### config.mk
export PLATFORM = sky130hd
export DESIGN_NAME = pcbc_front_flat
export DESIGN_NICKNAME = d
export VERILOG_FILES = /design/src/rtl/core/pcbc_pkg.sv /design/src/rtl/core/pcbc_if.sv /design/src/rtl/core/pcbc_front.sv /design/src/flat_wrapper.sv
export SDC_FILE = /design/constraint.sdc
export NUM_CORES = 1
export LEC_CHECK = 0
export BUFFER_PORTS_ARGS = -buffer_cell sky130_fd_sc_hd__buf_2
export CORE_ASPECT_RATIO = 2
export CORE_MARGIN = 2
export CORE_UTILIZATION = 56
export CTS_CLUSTER_DIAMETER = 40
export DETAILED_ROUTE_END_ITERATION = 12
export MAX_ROUTING_LAYER = met4
export PLACE_DENSITY = 0.84
export SYNTH_ARGS = -nofsm -noshare
export SYNTH_HDL_FRONTEND = slang
export SYNTH_SLANG_ARGS = --single-unit
### constraint.sdc
create_clock -name clock -period 10.7 [get_ports clock]
set_input_delay 0.535 -clock clock [delete_from_list [all_inputs] [get_ports clock]]
set_output_delay 0.535 -clock clock [all_outputs]
set_load 0.01 [all_outputs]
### src/rtl/core/pcbc_pkg.sv
// ----------------------------------------------------------------------------
// pcbc_pkg
// Shared types and constants of the per-class batch coalescer.
// ----------------------------------------------------------------------------
package pcbc_pkg;

   localparam int WORD_W       = 64;
   localparam int TIME_W       = 63;
   localparam int CLASS_W      = 2;
   localparam int CMD_W        = 2;
   localparam int SIZE_W       = 4;
   localparam int WIN_W        = 32;
   localparam int NUM_WIN_REGS = 4;
   localparam int NS_PER_US    = 1000;
   localparam int LIMIT_W      = 42;
   localparam int CSR_ADDR_W   = 4;
   localparam int CSR_DATA_W   = 32;

   typedef enum logic [CMD_W-1:0] {
      CMD_PUSH      = 2'd0,
      CMD_TICK      = 2'd1,
      CMD_FLUSH_ALL = 2'd2
   } cmd_type;

   typedef enum logic {
      KIND_REPLY = 1'b0,
      KIND_DRAIN = 1'b1
   } kind_type;

   typedef struct packed {
      cmd_type             cmd;
      logic [CLASS_W-1:0]  action_class;
      logic [WORD_W-1:0]   request_word;
      logic [TIME_W-1:0]   now_time_ns;
   } cmd_item_type;

   typedef struct packed {
      kind_type            result_kind;
      logic [CLASS_W-1:0]  result_class;
      logic [WORD_W-1:0]   batch_number;
      logic                no_signal;
      logic [WORD_W-1:0]   drained_word;
      logic [SIZE_W-1:0]   batch_size;
      logic [TIME_W-1:0]   flush_time_ns;
      logic                batch_end;
      logic                last;
   } rsp_item_type;

   typedef struct packed {
      logic [NUM_WIN_REGS-1:0]              zero;
      logic [NUM_WIN_REGS-1:0][LIMIT_W-1:0] limit;
   } win_cfg_type;

endpackage

### src/rtl/core/pcbc_if.sv
// ----------------------------------------------------------------------------
// pcbc_if
// Request and response channel interfaces of the batch coalescer.
// ----------------------------------------------------------------------------
interface pcbc_req_if import pcbc_pkg::*; ();
   logic                valid;
   logic                ready;
   logic [CMD_W-1:0]    command;
   logic [CLASS_W-1:0]  action_class;
   logic [WORD_W-1:0]   request_word;
   logic [TIME_W-1:0]   now_time_ns;

   modport source (output valid, command, action_class, request_word, now_time_ns,
                   input ready);
   modport sink   (input valid, command, action_class, request_word, now_time_ns,
                   output ready);
endinterface


### src/rtl/core/pcbc_front.sv
// ----------------------------------------------------------------------------
// pcbc_front
// Accept and classify commands; drop ones without effect; queue the rest.
// ----------------------------------------------------------------------------
module pcbc_front import pcbc_pkg::*; #(
   parameter int CLASSES = 4
) (
   input  logic          clock,
   input  logic          reset,
   pcbc_req_if.sink      req_bus,
   output logic          q_valid,
   output cmd_item_type  q_item,
   input  logic          q_pop
);
   cmd_item_type q_ff [2];
   cmd_item_type item;
   logic         wptr_ff, wptr_in;
   logic         rptr_ff, rptr_in;
   logic [1:0]   count_ff, count_in;
   logic         keep;
   logic         push;

   assign req_bus.ready = (count_ff != 2'd2);

   always_comb begin
      item.cmd          = CMD_PUSH;
      item.action_class = req_bus.action_class;
      item.request_word = req_bus.request_word;
      item.now_time_ns  = req_bus.now_time_ns;
      keep              = 1'b0;
      unique case (req_bus.command)
         CMD_PUSH: begin
            item.cmd = CMD_PUSH;
            keep     = (32'(req_bus.action_class) < CLASSES);
         end
         CMD_TICK: begin
            item.cmd = CMD_TICK;
            keep     = 1'b1;
         end
         CMD_FLUSH_ALL: begin
            item.cmd = CMD_FLUSH_ALL;
            keep     = 1'b1;
         end
         default: keep = 1'b0;
      endcase
   end

   assign push    = req_bus.valid && req_bus.ready && keep;
   assign q_valid = (count_ff != 2'd0);
   assign q_item  = q_ff[rptr_ff];

   always_comb begin
      wptr_in  = wptr_ff ^ push;
      rptr_in  = rptr_ff ^ q_pop;
      count_in = count_ff + 2'(push) - 2'(q_pop);
   end

   always_ff @(posedge clock) begin
      if (push) begin
         q_ff[wptr_ff] <= item;
      end
      if (reset) begin
         wptr_ff  <= 1'b0;
         rptr_ff  <= 1'b0;
         count_ff <= 2'd0;
      end else begin
         wptr_ff  <= wptr_in;
         rptr_ff  <= rptr_in;
         count_ff <= count_in;
      end
   end
endmodule

### src/flat_wrapper.sv
// flat-port wrapper written by rule: the top's interface ports become plain ports
module pcbc_front_flat import pcbc_pkg::*;
#(
   parameter int CLASSES = 4
)
  (clock, reset, q_valid, q_item, q_pop, req_bus_valid, req_bus_command, req_bus_action_class, req_bus_request_word, req_bus_now_time_ns, req_bus_ready);
  pcbc_req_if req_bus_i ();
  input  logic clock;
  input  logic reset;
  output logic q_valid;
  output cmd_item_type q_item;
  input  logic q_pop;
  input wire logic [$bits(req_bus_i.valid)-1:0] req_bus_valid;
  input wire logic [$bits(req_bus_i.command)-1:0] req_bus_command;
  input wire logic [$bits(req_bus_i.action_class)-1:0] req_bus_action_class;
  input wire logic [$bits(req_bus_i.request_word)-1:0] req_bus_request_word;
  input wire logic [$bits(req_bus_i.now_time_ns)-1:0] req_bus_now_time_ns;
  output wire logic [$bits(req_bus_i.ready)-1:0] req_bus_ready;
  assign req_bus_i.valid = req_bus_valid;
  assign req_bus_i.command = req_bus_command;
  assign req_bus_i.action_class = req_bus_action_class;
  assign req_bus_i.request_word = req_bus_request_word;
  assign req_bus_i.now_time_ns = req_bus_now_time_ns;
  assign req_bus_ready = req_bus_i.ready;
  pcbc_front #(.CLASSES(CLASSES)) u_core (.clock(clock), .reset(reset), .req_bus(req_bus_i), .q_valid(q_valid), .q_item(q_item), .q_pop(q_pop));
endmodule
# ---- Yosys cells after proc, flatten, opt, wreduce, memory -nomap -nowiden
# Memories as Yosys holds them, arrays and structs flattened. A register that Yosys moved wholly into a read port is not among the register bits.
# Index checks and enable logic that the tools add are counted.
dict set report classes {
  n_addsub 2
  n_mux 5
  n_reduce_logical 5
  n_eq_ne 3
  bitwise_logic 2
}
# op count
set ops {}
lappend ops {{2-to-1 mux 1 bit} 4}
lappend ops {{one-hot mux 2 bit (2 select lines)} 1}
lappend ops {{OR reduction 3 bit} 1}
lappend ops {{adder 2 x 1 -> 2 bit} 1}
lappend ops {{equality test 2 x 1 -> 1 bit, second input constant} 1}
lappend ops {{equality test 2 bit, second input constant} 1}
lappend ops {{logical AND 1 bit} 2}
lappend ops {{zero test 2 bit} 1}
lappend ops {{inequality test 2 bit, second input constant} 1}
lappend ops {{nonzero test 2 bit} 1}
lappend ops {{subtractor 2 x 1 -> 2 bit} 1}
lappend ops {{bitwise XOR 1 bit} 2}
dict set report totals {
  ff_bits 4
  n_memories 1
  word_cells 21
  ram_bits 262
  input_bits 135
}
# name words word_bits read_ports rd_ports_with_merged_regs write_ports line_no
set mem_list {}
lappend mem_list {u_core.q_ff 2 131 1 1 1 pcbc_front.sv:15} ;# cmd_item_type q_ff [2];

# ---- Depth between registers and ports, before layout
dict set report logic_depth {
  ltp_word 6
  depth_mapped 5
  depth_no_buf 5
}

# ---- Least setup slack after synthesis
# OpenSTA, ideal clock, no wires.
dict set report synth_timing {
  path_type {input to register}
  startpoint {in req_bus_valid}
  endpoint {mem u_core.q_ff[0][0] in the netlist's numbering, enable pin}
  arrival_ns 4.142
  required_time_ns 10.194
  stages 3
  setup_ns 0.506
  slack_ns 6.051
  cell_sequence {a21boi_0 and2_1 ha_1}
}
dict set report synth_between {
  elab_chain_cells 4
}
# element line_no
set synth_rtl {}
lappend synth_rtl {{from (decl)} flat_wrapper.sv:13} ;# input wire logic [$bits(req_bus_i.valid)-1:0] req_bus_valid;
lappend synth_rtl {{logical AND 1 bit (2 in series)} pcbc_front.sv:48} ;# assign push = req_bus.valid && req_bus.ready && keep;
lappend synth_rtl {{2-to-1 mux 1 bit} pcbc_front.sv:59} ;# if (push) begin
lappend synth_rtl {{2-to-1 mux 1 bit (implied by the code)} pcbc_front.sv:60} ;# q_ff[wptr_ff] <= item;
lappend synth_rtl {{to (decl)} pcbc_front.sv:15}
# No other way between the ends.

==> impl_results.rst <==
.. list-table::
   :header-rows: 1

   * - Metric
     - Value
   * - Number of rows created at floorplan
     - 69
   * - Reported max-cap violation count
     - 0
   * - Critical path buffer and inverter count
     - 2
   * - Antenna violation net count after detailed routing
     - 0
   * - Top-count cell post-synth
     - sky130_fd_sc_hd__edfxtp_1
   * - Reg clk slew, reported paths
     - 0.07 ns
   * - Clock latency of the later-clocked register in the worst-skew pair
     - 0.49 ns
   * - Clock sink count
     - 266
   * - Cell taking the most area after synthesis
     - sky130_fd_sc_hd__edfxtp_1
   * - X dimension of the die
     - 98.5 um
   * - Net count of the mapped netlist
     - 570
   * - HPWL Detailed
     - 12.3 mm
   * - Critical path launch point type
     - flop
   * - Total via count in the routed design
     - 4957
   * - Largest stage delay on the critical path
     - 1.07 ns
   * - Maximum number of pins on one net before global-route repair
     - 84
   * - Worst hold-check path type
     - input pin to flop
   * - Count of endpoints failing setup in the final report
     - 0
   * - Floorplan die height
     - 193 um
   * - Cell chain of the critical path
     - buf_4, mux2_2, buf_2
   * - Peak supply drop
     - 0.188 mV
   * - Number of storage elements in the synthesis netlist
     - 266
   * - Post-Route Setup TNS
     - 0 ns
   * - Critical path start-end classification
     - flop to output pin
   * - Number of antenna violations at the first check in global routing
     - 4
   * - Kind of capture point of the worst setup path
     - output pin
   * - Die outline area
     - 19000 um2
   * - Cell types occupying the most area after synthesis
     - sky130_fd_sc_hd__edfxtp_1, sky130_fd_sc_hd__mux2_4, sky130_fd_sc_hd__mux2_2
   * - Total wire length
     - 18.0 mm
   * - Wire length per cell
     - 19.1 um
   * - Fraction of final layout cells with drive strength greater than 1
     - 59.9%
   * - Post-synthesis cell type count
     - 23
   * - Inserted Clock Buffers
     - 21
   * - Max-slew headroom at the worst pin
     - 23.8%
   * - Port Buffer Count
     - 267
   * - Largest fanout of any net on the critical path
     - 72
   * - I/O Pins
     - 268
   * - Number of gates resized after CTS
     - 0
   * - Mapped Cells
     - 433
   * - Total congestion overflow after global routing
     - 0
   * - Detailed Routing Iterations Pass 1
     - 4
   * - Final GP Congestion
     - 0.726
   * - Drt initial violations
     - 204
   * - Clock tree from TritonCTS
     - done
   * - Transition at the pin with the smallest max-transition slack
     - 1.14 ns
   * - First-pass GRT wire length
     - 26.6 mm
   * - Number of max-slew violations in the final report
     - 0
   * - Outcome
     - finished clean
   * - Residual DRC
     - 0
   * - GR Util All Layers
     - 18.5%
   * - Area fraction of the dominant cell type after synthesis
     - 78.6%
   * - Peak clock frequency supported by timing
     - 274 MHz
   * - EDFF count, synth
     - 262
   * - Maximum root-to-sink buffer count
     - 3
   * - Final count of hold timing violations
     - 0
   * - Layout area overhead
     - 21.2%
   * - Synth warnings
     - 0
   * - Data arrival time of the worst path
     - 3.11 ns
   * - Deepest level of the CTS H-tree
     - 1
   * - Area of the mapped netlist
     - 10000 um2
   * - Average cell area after synthesis
     - 23.1 um2
   * - Proportion of synthesized chip area in sequential cells
     - 79.4%
   * - Minimum clock period after layout
     - 3.65 ns
   * - Final WS setup
     - 7.05 ns
   * - Synth top cells by count
     - sky130_fd_sc_hd__edfxtp_1, sky130_fd_sc_hd__mux2_4, sky130_fd_sc_hd__mux2_2
   * - Total Nets Final
     - 849
   * - Final cycle utilization of the critical path
     - 34.1%
   * - Number of post-CTS setup repair buffers
     - 0
   * - Final core utilization
     - 68.9%
   * - Core area
     - 17600 um2
   * - Worst Setup Slack post-DPL
     - 7.08 ns
   * - RSZ-0062 raised after global routing
     - false
   * - Leakage
     - 4.67 nW
   * - Root buf cell
     - sky130_fd_sc_hd__clkbuf_16
   * - Power density over cell area
     - 188 nW/um2
   * - Hold buffers post-CTS
     - 0
   * - Required time reported for the critical path endpoint
     - 10.17 ns
   * - Avg Vias per Cell
     - 5.28
   * - Slowest library cell on the worst path
     - sky130_fd_sc_hd__dfxtp_4
   * - Proportion of register bits with asynchronous set or reset after synthesis
     - 0%
   * - Dominant synthesized flop cell
     - sky130_fd_sc_hd__edfxtp_1
   * - Effective utilization at floorplan
     - 56.8%
   * - Clock skew after layout
     - 0.0117 ns
   * - Via count of the first global-routing pass
     - 5080
   * - Family with the most delay on the worst path
     - buffers and inverters
[registers in the layout, summed over array words and instances, names as in the netlist]
register	cells
u_core.rptr_ff	1
u_core.wptr_ff	1
u_core.q_ff	262
u_core.count_ff	2
[area by class of cell]
class	count	area, um2
Timing Repair Buffer	271	1370
Sequential cell	266	7950
Inverter	3	11.3
Multi-Input combinational cell	149	1920
Fill cell	1155	5480
Tap cell	213	267
Clock inverter	9	71.3
Clock buffer	23	533
Antenna cell	4	10.0
[path summary, 6_finish.rpt]
path,to,start,depth (start not counted),slack [ns]
setup / recovery,q_item[128],u_core.rptr_ff$_SDFF_PP0_,3,7.05
hold / removal,u_core.q_ff[0][62]$_DFFE_PP_,req_bus_now_time_ns[62],1,0.23
setup reg to reg,u_core.q_ff[0][87]$_DFFE_PP_,u_core.count_ff[0]$_SDFF_PP0_,5,7.68
hold reg to reg,u_core.wptr_ff$_SDFF_PP0_,u_core.wptr_ff$_SDFF_PP0_,3,0.59
[per-layer routing]
layer	track usage [%]	part of all wire, %	vias up
met1	22.9	39	2421
met4	4.48	1.7	0
met3	5.48	9.4	20
met2	30.4	50	241
li1	-	-	2275
met5	-	0	-
[cell families after synthesis]
| group | Yosys count | share of synthesized area [%] |
|---|---|---|
| muxes | 131 | 17.7 |
| adders and majority gates | 2 | 0.250 |
| DFF | 266 | 79.4 |
| and+or+nand+nor | 10 | 0.613 |
| xor gates and xnor gates | 2 | 0.175 |
| buffers and inverters | 18 | 1.53 |
| AOI/OAI and AO/OA | 4 | 0.275 |
[metrics by stage]
step / area (um2) / instances / power [W] / hold slack (ns)
after global placement: 11500 / 902 / 0.00159 / 0.571
after global routing: 12100 / 938 / 0.00237 / 0.203
after detailed placement: 11500 / 902 / 0.00160 / 0.582
final: 12100 / 938 / 0.00228 / 0.230
after CTS: 12100 / 934 / 0.00231 / 0.209
after floorplan: 10000 / 433 / 0.00148 / 0.511
[cell usage in the layout (no fill, tap or decap)]
cell type and instances:
sky130_fd_sc_hd__or2_2 1, sky130_fd_sc_hd__buf_4 4, sky130_fd_sc_hd__dfxtp_4 1, sky130_fd_sc_hd__nor2b_1 1, sky130_fd_sc_hd__nand2b_1 1, sky130_fd_sc_hd__clkinv_1 4
sky130_fd_sc_hd__nand4_1 1, sky130_fd_sc_hd__and2b_1 1, sky130_fd_sc_hd__ha_4 1, sky130_fd_sc_hd__a31oi_1 2, sky130_fd_sc_hd__dfxtp_1 3, sky130_fd_sc_hd__edfxtp_1 262
sky130_fd_sc_hd__a21boi_0 1, sky130_fd_sc_hd__and3_4 1, sky130_fd_sc_hd__and2_1 1, sky130_fd_sc_hd__inv_1 3, sky130_fd_sc_hd__buf_2 267, sky130_fd_sc_hd__bufinv_16 1
sky130_fd_sc_hd__diode_2 4, sky130_fd_sc_hd__clkinv_4 1, sky130_fd_sc_hd__clkinv_2 2, sky130_fd_sc_hd__ha_1 1, sky130_fd_sc_hd__clkbuf_1 2, sky130_fd_sc_hd__nor2_1 2
sky130_fd_sc_hd__xor2_1 1, sky130_fd_sc_hd__xnor2_1 1, sky130_fd_sc_hd__clkinvlp_4 1, sky130_fd_sc_hd__nor3b_1 1, sky130_fd_sc_hd__clkbuf_16 21, sky130_fd_sc_hd__mux2_4 80
sky130_fd_sc_hd__o21a_1 1, sky130_fd_sc_hd__mux2_2 51
[where the power goes]
part	internal, W	switching (W)	total (W)	leakage, nW
combinational	0.000153	0.000155	0.000308	1.93
sequential	0.00124	0.0000305	0.00127	2.45
clock	0.000381	0.000322	0.000703	0.294
(Power assumes the default switching activity.)
