`src/rtl/core/pcbc_pkg.sv`:
```
// ----------------------------------------------------------------------------
// pcbc_pkg
// Shared types and constants of the per-class batch coalescer.
// ----------------------------------------------------------------------------
package pcbc_pkg;

   localparam int WORD_W       = 64;
   localparam int TIME_W       = 63;
   localparam int CLASS_W      = 2;
   localparam int CMD_W        = 2;
   localparam int SIZE_W       = 4;
   localparam int WIN_W        = 32;
   localparam int NUM_WIN_REGS = 4;
   localparam int NS_PER_US    = 1000;
   localparam int LIMIT_W      = 42;
   localparam int CSR_ADDR_W   = 4;
   localparam int CSR_DATA_W   = 32;

   typedef enum logic [CMD_W-1:0] {
      CMD_PUSH      = 2'd0,
      CMD_TICK      = 2'd1,
      CMD_FLUSH_ALL = 2'd2
   } cmd_type;

   typedef enum logic {
      KIND_REPLY = 1'b0,
      KIND_DRAIN = 1'b1
   } kind_type;

   typedef struct packed {
      cmd_type             cmd;
      logic [CLASS_W-1:0]  action_class;
      logic [WORD_W-1:0]   request_word;
      logic [TIME_W-1:0]   now_time_ns;
   } cmd_item_type;

   typedef struct packed {
      kind_type            result_kind;
      logic [CLASS_W-1:0]  result_class;
      logic [WORD_W-1:0]   batch_number;
      logic                no_signal;
      logic [WORD_W-1:0]   drained_word;
      logic [SIZE_W-1:0]   batch_size;
      logic [TIME_W-1:0]   flush_time_ns;
      logic                batch_end;
      logic                last;
   } rsp_item_type;

   typedef struct packed {
      logic [NUM_WIN_REGS-1:0]              zero;
      logic [NUM_WIN_REGS-1:0][LIMIT_W-1:0] limit;
   } win_cfg_type;

endpackage

```
`src/rtl/core/pcbc_csr.sv`:
```
// ----------------------------------------------------------------------------
// pcbc_csr
// Window registers; keeps each window pre-scaled to nanoseconds.
// ----------------------------------------------------------------------------
module pcbc_csr import pcbc_pkg::*; #(
   parameter int CLASSES = 4
) (
   input  logic                  clock,
   input  logic                  reset,
   input  logic                  psel,
   input  logic                  penable,
   input  logic                  pwrite,
   input  logic [CSR_ADDR_W-1:0] paddr,
   input  logic [CSR_DATA_W-1:0] pwdata,
   output logic [CSR_DATA_W-1:0] prdata,
   output logic                  pready,
   output win_cfg_type           cfg
);
   logic [NUM_WIN_REGS-1:0][WIN_W-1:0]   win_ff,   win_in;
   logic [NUM_WIN_REGS-1:0][LIMIT_W-1:0] limit_ff, limit_in;
   logic [1:0]                           idx;
   logic                                 wr;

   assign idx    = paddr[3:2];
   assign wr     = psel && penable && pwrite;
   assign pready = 1'b1;
   assign prdata = win_ff[idx];

   always_comb begin
      win_in   = win_ff;
      limit_in = limit_ff;
      if (wr && (32'(idx) < CLASSES)) begin
         win_in[idx]   = pwdata;
         limit_in[idx] = LIMIT_W'(pwdata) * LIMIT_W'(NS_PER_US);
      end
   end

   always_ff @(posedge clock) begin
      if (reset) begin
         win_ff   <= '0;
         limit_ff <= '0;
      end else begin
         win_ff   <= win_in;
         limit_ff <= limit_in;
      end
   end

   always_comb begin
      for (int k = 0; k < NUM_WIN_REGS; k++) begin
         cfg.zero[k]  = (win_ff[k] == '0);
         cfg.limit[k] = limit_ff[k];
      end
   end
endmodule

```
`config.mk`:
```
export PLATFORM = sky130hd
export DESIGN_NAME = pcbc_csr
export DESIGN_NICKNAME = d
export VERILOG_FILES = /design/src/rtl/core/pcbc_pkg.sv /design/src/rtl/core/pcbc_csr.sv
export SDC_FILE = /design/constraint.sdc
export NUM_CORES = 1
export LEC_CHECK = 0
export BUFFER_PORTS_ARGS = -buffer_cell sky130_fd_sc_hd__buf_2
export CORE_ASPECT_RATIO = 1.2
export CORE_MARGIN = 2
export CORE_UTILIZATION = 25
export DETAILED_ROUTE_END_ITERATION = 8
export MAX_ROUTING_LAYER = met4
export SKIP_LAST_GASP = 1
export SLEW_MARGIN = 5
export SYNTH_ARGS = -nofsm -noshare
export SYNTH_HDL_FRONTEND = slang
export SYNTH_SLANG_ARGS = --single-unit
```
`constraint.sdc`:
```
create_clock -name clock -period 12.15 [get_ports clock]
set_clock_uncertainty 0.1 [all_clocks]
set_input_delay 0.6075 -clock clock [delete_from_list [all_inputs] [get_ports clock]]
set_output_delay 0.6075 -clock clock [all_outputs]
set_load 0.01 [all_outputs]
```
# Yosys cells after proc, flatten, opt, wreduce, memory -nomap -nowiden
# Cells that the tools add are included.
# Widths: inputs -> output; s select.
# op_classes
n_mul,1
magnitude_cmp,2
n_mux,8
n_reduce_logical,7
# op_table
operator,n
$bwmux 168,1
$bwmux 128,1
$logic_not 32->1,4
$demux 42 s2,1
$bmux 32 s2,1
$demux 32 s2,1
$mux 32,2
$mux 42,1
$mul 32x7->39 const B,1
$logic_and 1x1->1,3
$lt 2x3->1 const B,1
$ge 2x1->1 const B,1
# word_totals
regBits,296
input_bits,41
out_inout_bits,205
word_cells,26

# Longest topological paths before layout
# Gate-level depths: netlist of the first run.
# depth
word_depth,5
depth_mapped,18
depth_no_buf,17

# Least setup slack after synthesis of the first run
# Ideal clock, no wire load.
# synth_timing
kind,input -> register
start,input pwdata[5]
end,"register limit_ff, in the netlist cfg[162]"
setup_time_ns,0.137
arrival_time_ns,4.769
required_ns,11.913
path_slack_ns,7.144
path_stages,15
n_path_buf,0
cell_sequence,inv_1 > fa_1 > fa_1 > fa_1 > fa_1 > inv_1 > ha_1 > a211oi_1 > o21bai_1 > o31ai_1 > a31oi_4 > o2111a_2 > o211ai_4 > and2_4 > o311ai_2
# synth_between
elab_chain_len,2
# synth_lines
element,line,text
start: declaration,pcbc_csr.sv:14,"input logic [CSR_DATA_W-1:0] pwdata,"
$mul 32x7->39,pcbc_csr.sv:34,limit_in[idx] = LIMIT_W'(pwdata) * LIMIT_W'(NS_PER_US);
$bwmux 168,pcbc_csr.sv:34,
end signal: assignment,pcbc_csr.sv:44,limit_ff <= limit_in;
end: declaration,pcbc_csr.sv:20,"logic [NUM_WIN_REGS-1:0][LIMIT_W-1:0] limit_ff, limit_in;"
# No other way between the ends.
# A chain may end at the register's enable or synchronous reset.

# Final worst setup path of the first run
# layout_timing
start,input pwdata[4]
end,"register limit_ff, in the netlist cfg[106]"
# The elaborated chain is that of the path after synthesis.

==> results of run 1 <==
-- logic make-up after synthesis --
logic type | count (synthesis) | share of synthesized area [%]
compound gates | 393 | 13.92
xor+xnor | 28 | 1.492
fa+ha+maj | 203 | 20.84
buf+inv | 285 | 7.002
flops | 276 | 33.61
mux | 32 | 4.384
other cells | 2 | 0.04568
simple gates | 703 | 18.71
-- cell type report --
| cell class | count | area share (%) |
|---|---|---|
| diodes | 2 | 0.02608 |
| repair buffers | 243 | 6.554 |
| clock inverters | 8 | 0.4369 |
| multi-input cells | 1372 | 51.33 |
| well taps | 840 | 5.478 |
| flip-flops and latches | 276 | 28.80 |
| clock buffers | 45 | 4.467 |
| inverters | 149 | 2.915 |
-- state kept, by name, indices dropped and copies added (netlist names) --
name	flops
win_ff	128
cfg	148
-- cell usage after synthesis, types with 21 or more instances --
master	number
nand3_1	21
ha_1	85
nand3b_1	28
clkbuf_1	97
nor2_1	132
nand2_1	407
inv_1	149
o21ai_0	34
buf_4	21
nor4_1	37
a21oi_1	267
dfxtp_1	276
fa_1	118
mux4_2	32
-- layout by cell type, fill, tap and decap left out, types with 20 or more instances in the layout --
cell and count:
nand2_1 406, dfxtp_1 276, a21oi_1 267, buf_2 229, inv_1 149, nor2_1 131, fa_1 118, ha_1 85
nor4_1 37, o21ai_0 34, mux4_2 32, clkbuf_16 30, nand3b_1 28, nand3_1 20, xnor2_1 20
-- path summary, 6_finish.rpt --
| kind | endpoint | slack (ns) |
|---|---|---|
| hold reg to reg | cfg[150]$_SDFFE_PP0P_ | 0.35 |
| setup / recovery | cfg[106]$_SDFFE_PP0P_ | 6.70 |
| setup reg to reg | cfg[30]$_SDFFE_PP0P_ | 11.19 |
| hold / removal | win_ff[47]$_SDFFE_PP0P_ | 0.25 |
-- worst max-delay path: stages --
cell      delay, ns
buf_2          0.22
inv_1          0.16
fa_1           0.58
fa_1           0.45
fa_1           0.48
fa_1           0.49
inv_1          0.05
ha_1           0.36
a211oi_1       0.30
o21bai_1       0.14
o31ai_1        0.56
nand2_1        0.19
a31oi_1        0.47
xnor2_1        0.50
nand2_1        0.14
a21oi_1        0.15
-- routing by layer --
layer	GRT usage [%]	vias to the layer above	share of wire, %
met1	19.98	6712	42
li1	-	6700	-
met5	-	-	0
met4	5.047	0	3.0
met3	2.933	73	5.9
met2	26.35	403	49
-- per-stage QoR --
step | setup slack [ns] | utilization, % | cell area, sq um | hold WS, ns
6_report | 6.696 | 29.31 | 19190 | 0.2464
5_1_grt | 6.444 | 29.31 | 19190 | 0.2320
4_1_cts | 6.738 | 29.30 | 19180 | 0.2223
3_5_place_dp | 6.165 | 27.86 | 18240 | 0.3437
3_3_place_gp | 6.079 | 27.86 | 18240 | 0.3366
2_1_floorplan | 7.144 | - | 16480 | 0.3458
-- power breakdown --
| group | total (W) | switching (W) | internal (W) |
|---|---|---|---|
| logic | 0.00249 | 0.00172 | 0.000771 |
| registers | 0.000972 | 0.0000228 | 0.000949 |
| clock network | 0.000892 | 0.000386 | 0.000506 |
| total | 0.00435 | 0.00213 | 0.00223 |
==> impl_metrics.yaml, run 1 <==
setup_path:
  cp-end-kind: "register"
  cp.required_ns: 12.55
  r2r_start: "cfg[30]$_SDFFE_PP0P_"
  crit_fanout: 8
  setup.worst_path.start: "pwdata[4]"
  critPathKind: "input pin to register"
  startpoint_type: "input pin"
  rr_worst_depth: 2
  arrival_ns: 5.85
timing:
  fmax_mhz: 183.4
  drv_slew: 0
  finalCritPeriodShare_pct: 44.89
  setup_viol: 0
  rsz0062_at_grt: "no"
  setup-tns-final_ns: 0
  slew_headroom_pct: 26.68
  hold_viol_final: 0
  min_period_ns: 5.454
  tightest_slew_ns: 1.100
pwr:
  powerDensity_nw_per_um2: 226.9
  power_w: 0.004354
  power_leakage_nw: 8.022
  ir_worst_vdd_mv: 0.1340
worst_hold_path:
  worstHoldPathCells: 3
  min_from: "pwdata[15]"
  hold_path_class: "input pin to register"
synth:
  ys_top_cells_by_area: "dfxtp_1 (34%), fa_1 (14%), nand2_1 (9.3%)"
  ys_types: 56
  yosys.area.top_type: "dfxtp_1"
  synth_top_area_share_pct: 33.61
  synth.avg_cell_area_sq_um: 8.554
  ys_seq_area_share_pct: 33.61
  synthArstFlopShare_pct: 0
  ys_seq_elements: 276
  synth_ff_type: "dfxtp_1"
  synth_edf_count: 0
  netlist_area_sq_um: 16440
  syn_inst: 1922
  ys_warn_count: 0
status:
  status: "finished, final reports clean"
grt:
  grt_pass1_wl_microns: 81440
  antenna_found_initial: 2
  grt_max_degree: 88
  grt_pass1_vias: 13090
  track_usage_pct: 16.05
  grt_overflow: 0
routing:
  detail_route.iter0.violations: 993
  dr_total_vias: 13890
  drcViolationCount: 0
  drtAntennaViolNets: 0
  avgRoutedWirePerCell_microns: 18.37
  firstDrtPassIters: 5
  routed_wl_microns: 53920
  vias_per_cell: 4.732
cts:
  cts_tree: "yes"
  cts_hold_buf: 0
  post_cts_buffers: 0
  path_clk_slew_ns: 0.06
  cts_buffers: 30
  clkLatencyLatePin_ns: 0.58
  cts_resized: 0
  cts_root_buf: "clkbuf_16"
  cts_sinks: 276
  h-tree-depth: 1
  clockBufferDepth: 3
floorplanning:
  io-pin-count: 246
  die_area_sq_um: 67840
  fp-row-count: 103
  die_h_microns: 284.9
  start_util_pct: 25.11
  core_area_sq_um: 65470
  die_x_microns: 238.1
place:
  gp_congestion: 0.8416
  placed_cells: 2880
  numPortBuffers: 230
  place_hpwl_microns: 39290
layout:
  multiInputGateArea_sq_um: 9848
  final.fill_count: 6961
  fin_nets: 2316
  seqCellArea_sq_um: 5525
  final_cells: 2935
  layout-drive-gt1-share_pct: 16.48
  syn2layout_area_growth_pct: 16.71
run:
  maxCapViolations: 0
Power figures use the tool's default switching activity.
==> inputs of run 2 (changes only) <==
- clock period: 12.15 -> 4.9 ns (I/O delays scaled with it)
==> run 2 against run 1 <==
Global-route usage rose by 1.2 points; first-iteration DRC count rose by 20%; register-to-register slack got worse by 7.3 ns; non-clock buffer count rose by 154; via count rose by 5.4%; die area did not move; routed wire length rose by 6.7%; largest cell class unchanged; clock-buffer cell count rose by 7; flip-flop and latch count did not move; sequential share of layout area fell by 2.1 points; final cell count rose by 5.5%.
==> impl_metrics.yaml, run 2 (same netlist as run 1, synthesis figures left out) <==
pwr:
  ir_worst_vdd_mv: 0.3591
  power_frac_seq_pct: 18.5
  switchingPower_w: 0.005835
  p_clk_share_pct: 18.9
  combPwrFrac_pct: 62.6
  p_int_w: 0.007169
  power_leakage_nw: 8.897
  power_w: 0.01300
  powerDensity_nw_per_um2: 628.7
  swShare_pct: 44.87
status:
  status: "finished, final reports clean"
layout:
  final_area_sq_um: 20690
  fin_nets: 2474
  syn2layout_area_growth_pct: 25.82
  finalCoreUtilization_pct: 31.60
  largest_reg_flops: 148
  layout-drive-gt1-share_pct: 22.94
  final_cell_mix: "nand2_1 (406), dfxtp_1 (276), a21oi_1 (267), buf_2 (229), buf_4 (156)"
  final_common_cell: "nand2_1"
timing:
  fmax_mhz: 210.4
  holdWs_ns: 0.02141
  rsz0062_at_grt: "no"
  drv_slew: 0
  finalCritPeriodShare_pct: 97.02
  slew_headroom_pct: 22.15
  tightest_slew_ns: 1.165
  hold_viol_final: 0
  setup_viol: 0
  timing.final.ws_setup_ns: 0.1462
  min_period_ns: 4.754
routing:
  drtAntennaViolNets: 0
  dr_total_vias: 14640
  firstDrtPassIters: 7
  avgRoutedWirePerCell_microns: 18.58
  vias_per_cell: 4.729
  detail_route.iter0.violations: 1187
  drcViolationCount: 0
  routed_wl_microns: 57540
floorplanning:
  core_area_sq_um: 65470
  start_util_pct: 25.11
  die_h_microns: 284.9
  io-pin-count: 246
  die_area_sq_um: 67840
  die_x_microns: 238.1
  fp-row-count: 103
setup_path:
  cp-end-kind: "register"
  arrival_ns: 5.10
  critPathKind: "input pin to register"
  crit_fanout: 6
  startpoint_type: "input pin"
  cp.required_ns: 5.25
grt:
  track_usage_pct: 17.25
  grt_overflow: 0
  antenna_found_initial: 3
  grt_max_degree: 182
  grt_pass1_wl_microns: 86970
  grt_pass1_vias: 14240
cts:
  cts_root_buf: "clkbuf_16"
  h-tree-depth: 2
  cts_sinks: 276
  clkLatencyLatePin_ns: 0.54
  cts_tree: "yes"
  clockBufferDepth: 3
  cts_buffers: 34
  path_clk_slew_ns: 0.06
place:
  dp_slack_ns: -0.1831
  gp_congestion: 0.8859
  place_hpwl_microns: 42290
  numPortBuffers: 230
  placed_cell_area_sq_um: 19350
run:
  maxCapViolations: 0
worst_hold_path:
  hold_path_class: "input pin to register"
## run 2: cell count changes in the layout (fill, tap and decap cells not counted), sizes merged
cell	change
clkinvlp	-3
inv	+1
clkinv	+3
bufinv	-1
buf	+148
clkbuf	+7
dlygate4sd3	+6
## run 2: power by group through the flow
stage | Clock (W) | Sequential, W | Combinational, W
finish | 0.00246 | 0.00241 | 0.00814
detailed placement | 0 | 0.00246 | 0.00790
floorplan | 0 | 0.00250 | 0.00394
global placement | 0 | 0.00246 | 0.00793
CTS | 0.00251 | 0.00241 | 0.00798
global route | 0.00259 | 0.00242 | 0.00893
## run 2: metal layers
metal  GRT usage, %  up-vias  part of all wire (%)
met5              -        -                     0
met2          27.69      491                    48
met4          5.969        0                   3.4
met1          21.43     7065                    42
li1               -     6999                     -
met3          3.708       86                   7.0
## run 2: final cells by class
class	count	area, sq um
Clock buffer	52	978.4
Timing Repair Buffer	397	2474
Sequential cell	276	5525
Antenna cell	2	5.005
Inverter	149	559.3
Fill cell	6934	44780
Clock inverter	8	98.84
Multi-Input combinational cell	1372	9995
Tap cell	840	1051
## run 2: critical path: stages
cell and delay (ns):
buf_2 0.12, dlygate4sd3_1 0.59, buf_4 0.18, ha_1 0.27, inv_1 0.04, fa_1 0.46
fa_1 0.49, fa_1 0.50, inv_1 0.04, ha_1 0.28, nand3_1 0.11, or4b_4 0.60
a31oi_4 0.20, o2111a_2 0.28, buf_12 0.12, o211ai_4 0.09, and2_4 0.21, o311ai_4 0.26
## run 2: timing repair
action / 4_1_cts / 5_1_grt
endpoints found under the setup margin: 0 / 63
gates resized for setup: 0 / 29
hold endpoints to repair: 24 / 0
buffers inserted: 0 / 3
hold buffers: 9 / 0
## run 2: stage by stage
stage	instances	TNS, ns
2_1_floorplan	1933	0
3_3_place_gp	3025	-2.551
3_5_place_dp	3025	-2.444
4_1_cts	3094	0
5_1_grt	3096	0
6_report	3096	0
## run 2: worst paths after layout
check,startpoint,end,slack [ns],cells after the start
worst max-delay path,pwdata[11],cfg[78]$_SDFFE_PP0P_,0.15,18
worst min-delay path,pwdata[10],win_ff[42]$_SDFFE_PP0P_,0.02,4
worst max register to register,cfg[156]$_SDFFE_PP0P_,cfg[156]$_SDFFE_PP0P_,3.94,2
worst min register to register,cfg[157]$_SDFFE_PP0P_,cfg[157]$_SDFFE_PP0P_,0.35,2
==> inputs of run 3 (changes only) <==
- CTS_BUF_LIST: unset -> sky130_fd_sc_hd__clkbuf_8
==> run 3 against run 2 <==
Sequential power hardly changed; critical endpoint is now cfg[38]$_SDFFE_PP0P_; clock-buffer cell count is 13 higher; sequential share of layout area is 0.49 points lower; register-to-register slack hardly changed; highest routed layer unchanged; total power is 0.48% higher; global-route usage hardly changed; final area is 1.9% higher; combinational power is 2% higher; die area stayed put; clock power is 5% lower; flip-flop and latch count stayed put.
==> impl_metrics.yaml, run 3 (same netlist as run 1, synthesis figures left out) <==
status:
  status: "finished, final reports clean"
grt:
  grt_max_degree: 182
  grt_overflow: 0
  track_usage_pct: 17.25
  antenna_found_initial: 3
  grt_pass1_wl_microns: 87170
  grt_pass1_vias: 14460
timing:
  fmax_mhz: 208.7
  tightest_slew_ns: 1.151
  setup_viol: 0
  min_period_ns: 4.791
  drv_slew: 0
  finalCritPeriodShare_pct: 97.77
  slew_headroom_pct: 23.10
  hold_viol_final: 0
  setup-tns-final_ns: 0
  rsz0062_at_grt: "yes"
routing:
  vias_per_cell: 4.702
  dr_total_vias: 14830
  avgRoutedWirePerCell_microns: 18.27
  routed_wl_microns: 57630
  drtAntennaViolNets: 0
  drcViolationCount: 0
  detail_route.iter0.violations: 1069
  firstDrtPassIters: 6
worst_hold_path:
  hold-path-endpoint: "cfg[119]$_SDFFE_PP0P_"
  hold_path_class: "input pin to register"
  worstHoldPathCells: 4
  min_from: "paddr[3]"
floorplanning:
  die_area_sq_um: 67840
  fp-row-count: 103
  die_x_microns: 238.1
  core_area_sq_um: 65470
  io-pin-count: 246
  die_h_microns: 284.9
  start_util_pct: 25.11
setup_path:
  crit_fanout: 8
  startpoint_type: "input pin"
  r2r_start: "cfg[156]$_SDFFE_PP0P_"
  arrival_ns: 5.19
  rrSetupSlack_ns: 3.94
  cp-end-kind: "register"
  critPathKind: "input pin to register"
  r2r_end: "cfg[156]$_SDFFE_PP0P_"
  rr_worst_depth: 2
  cp.required_ns: 5.30
pwr:
  ir_worst_vdd_mv: 0.3581
  powerDensity_nw_per_um2: 620.1
  power_leakage_nw: 9.038
run:
  maxCapViolations: 0
layout:
  syn2layout_area_growth_pct: 28.17
  layout-drive-gt1-share_pct: 24.87
  largest_reg_flops: 148
  final_common_cell: "nand2_1"
  fin_nets: 2517
  final_cell_mix: "nand2_1 (406), dfxtp_1 (276), a21oi_1 (260), buf_2 (226), buf_4 (158)"
  finalCoreUtilization_pct: 32.19
cts:
  cts_root_buf: "clkbuf_8"
  cts_buffers: 51
  clkLatencyLatePin_ns: 0.65
  path_clk_slew_ns: 0.06
  cts_sinks: 276
  cts_tree: "yes"
  h-tree-depth: 2
  clockBufferDepth: 3
place:
  numPortBuffers: 230
  place_hpwl_microns: 42290
  gp_congestion: 0.8859
## run 3: cell count changes in the layout (fill, tap and decap cells not counted), sizes merged
cell	change
buf	-2
bufinv	+1
clkbuf	+14
clkinv	+1
clkinvlp	+9
dlygate4sd3	+25
dlymetal6s4s	+2
inv	+8
## run 3: through the flow
| stage | cells | area [sq um] | total power [W] | hold WS [ns] | worst slack, ns |
|---|---|---|---|---|---|
| 4_1_cts | 3150 | 20760 | 0.01281 | 0.02910 | 0.007166 |
| 5_1_grt | 3154 | 21070 | 0.01406 | 0.09158 | -0.04203 |
| 6_report | 3154 | 21070 | 0.01307 | 0.07991 | 0.1094 |
| 2_1_floorplan | 1933 | 16480 | 0.006441 | 0.2810 | 0.2569 |
| 3_3_place_gp | 3025 | 19350 | 0.01038 | 0.3367 | -0.1167 |
| 3_5_place_dp | 3025 | 19350 | 0.01035 | 0.3434 | -0.1831 |
## run 3: critical path, cell delays in order
cell and delay (ns):
dlygate4sd3_1 0.59, buf_2 0.17, clkinvlp_4 0.14, fa_1 0.52, fa_1 0.55, fa_1 0.44, fa_1 0.49, inv_1 0.05
ha_1 0.39, nand2_1 0.10, o21ai_1 0.22, a21oi_1 0.13, or3b_2 0.48, a31o_2 0.27, o41ai_4 0.07, buf_4 0.23
o311ai_1 0.10
## run 3: cell type report
type / count / area [sq um]
clock buffers: 65 / 894.6
clock inverters: 27 / 183.9
multi-input cells: 1372 / 10080
flip-flops and latches: 276 / 5525
well taps: 840 / 1051
inverters: 149 / 584.3
diodes: 2 / 5.005
repair buffers: 423 / 2745
fillers: 6935 / 44400
## run 3: report_power, final
group	leakage [nW]	total [W]	internal, W	switching, W
clock network	0.601	0.00234	0.00126	0.00108
registers	2.23	0.00241	0.00235	0.0000582
logic	6.21	0.00831	0.00353	0.00478
total	9.04	0.0131	0.00715	0.00592
## run 3: layer usage
layer / part of all wire (%) / GRT usage [%] / routed length (microns)
met1: 41 / 21.21 / 23870
met2: 48 / 27.79 / 27720
met3: 7.4 / 3.717 / 4238
met4: 3.1 / 6.359 / 1803
met5: 0 / - / 0
## run 3: worst max path at each step
stage	startpoint	endpoint	slack (ns)	cells past startpoint
floorplan	pwdata[5]	cfg[162]$_SDFFE_PP0P_	0.26	15
global placement	pwdata[3]	cfg[32]$_SDFFE_PP0P_	-0.12	17
detailed placement	pwdata[3]	cfg[158]$_SDFFE_PP0P_	-0.18	17
CTS	pwdata[1]	cfg[158]$_SDFFE_PP0P_	0.007	18
global route	pwdata[12]	cfg[165]$_SDFFE_PP0P_	-0.04	20
finish	pwdata[17]	cfg[38]$_SDFFE_PP0P_	0.11	17
## run 3: what timing repair did
action,in CTS,in global routing
hold endpoints to repair,132,0
resized for setup,0,63
endpoints found under the setup margin,0,79
hold buffers,33,0
setup buffers,0,3
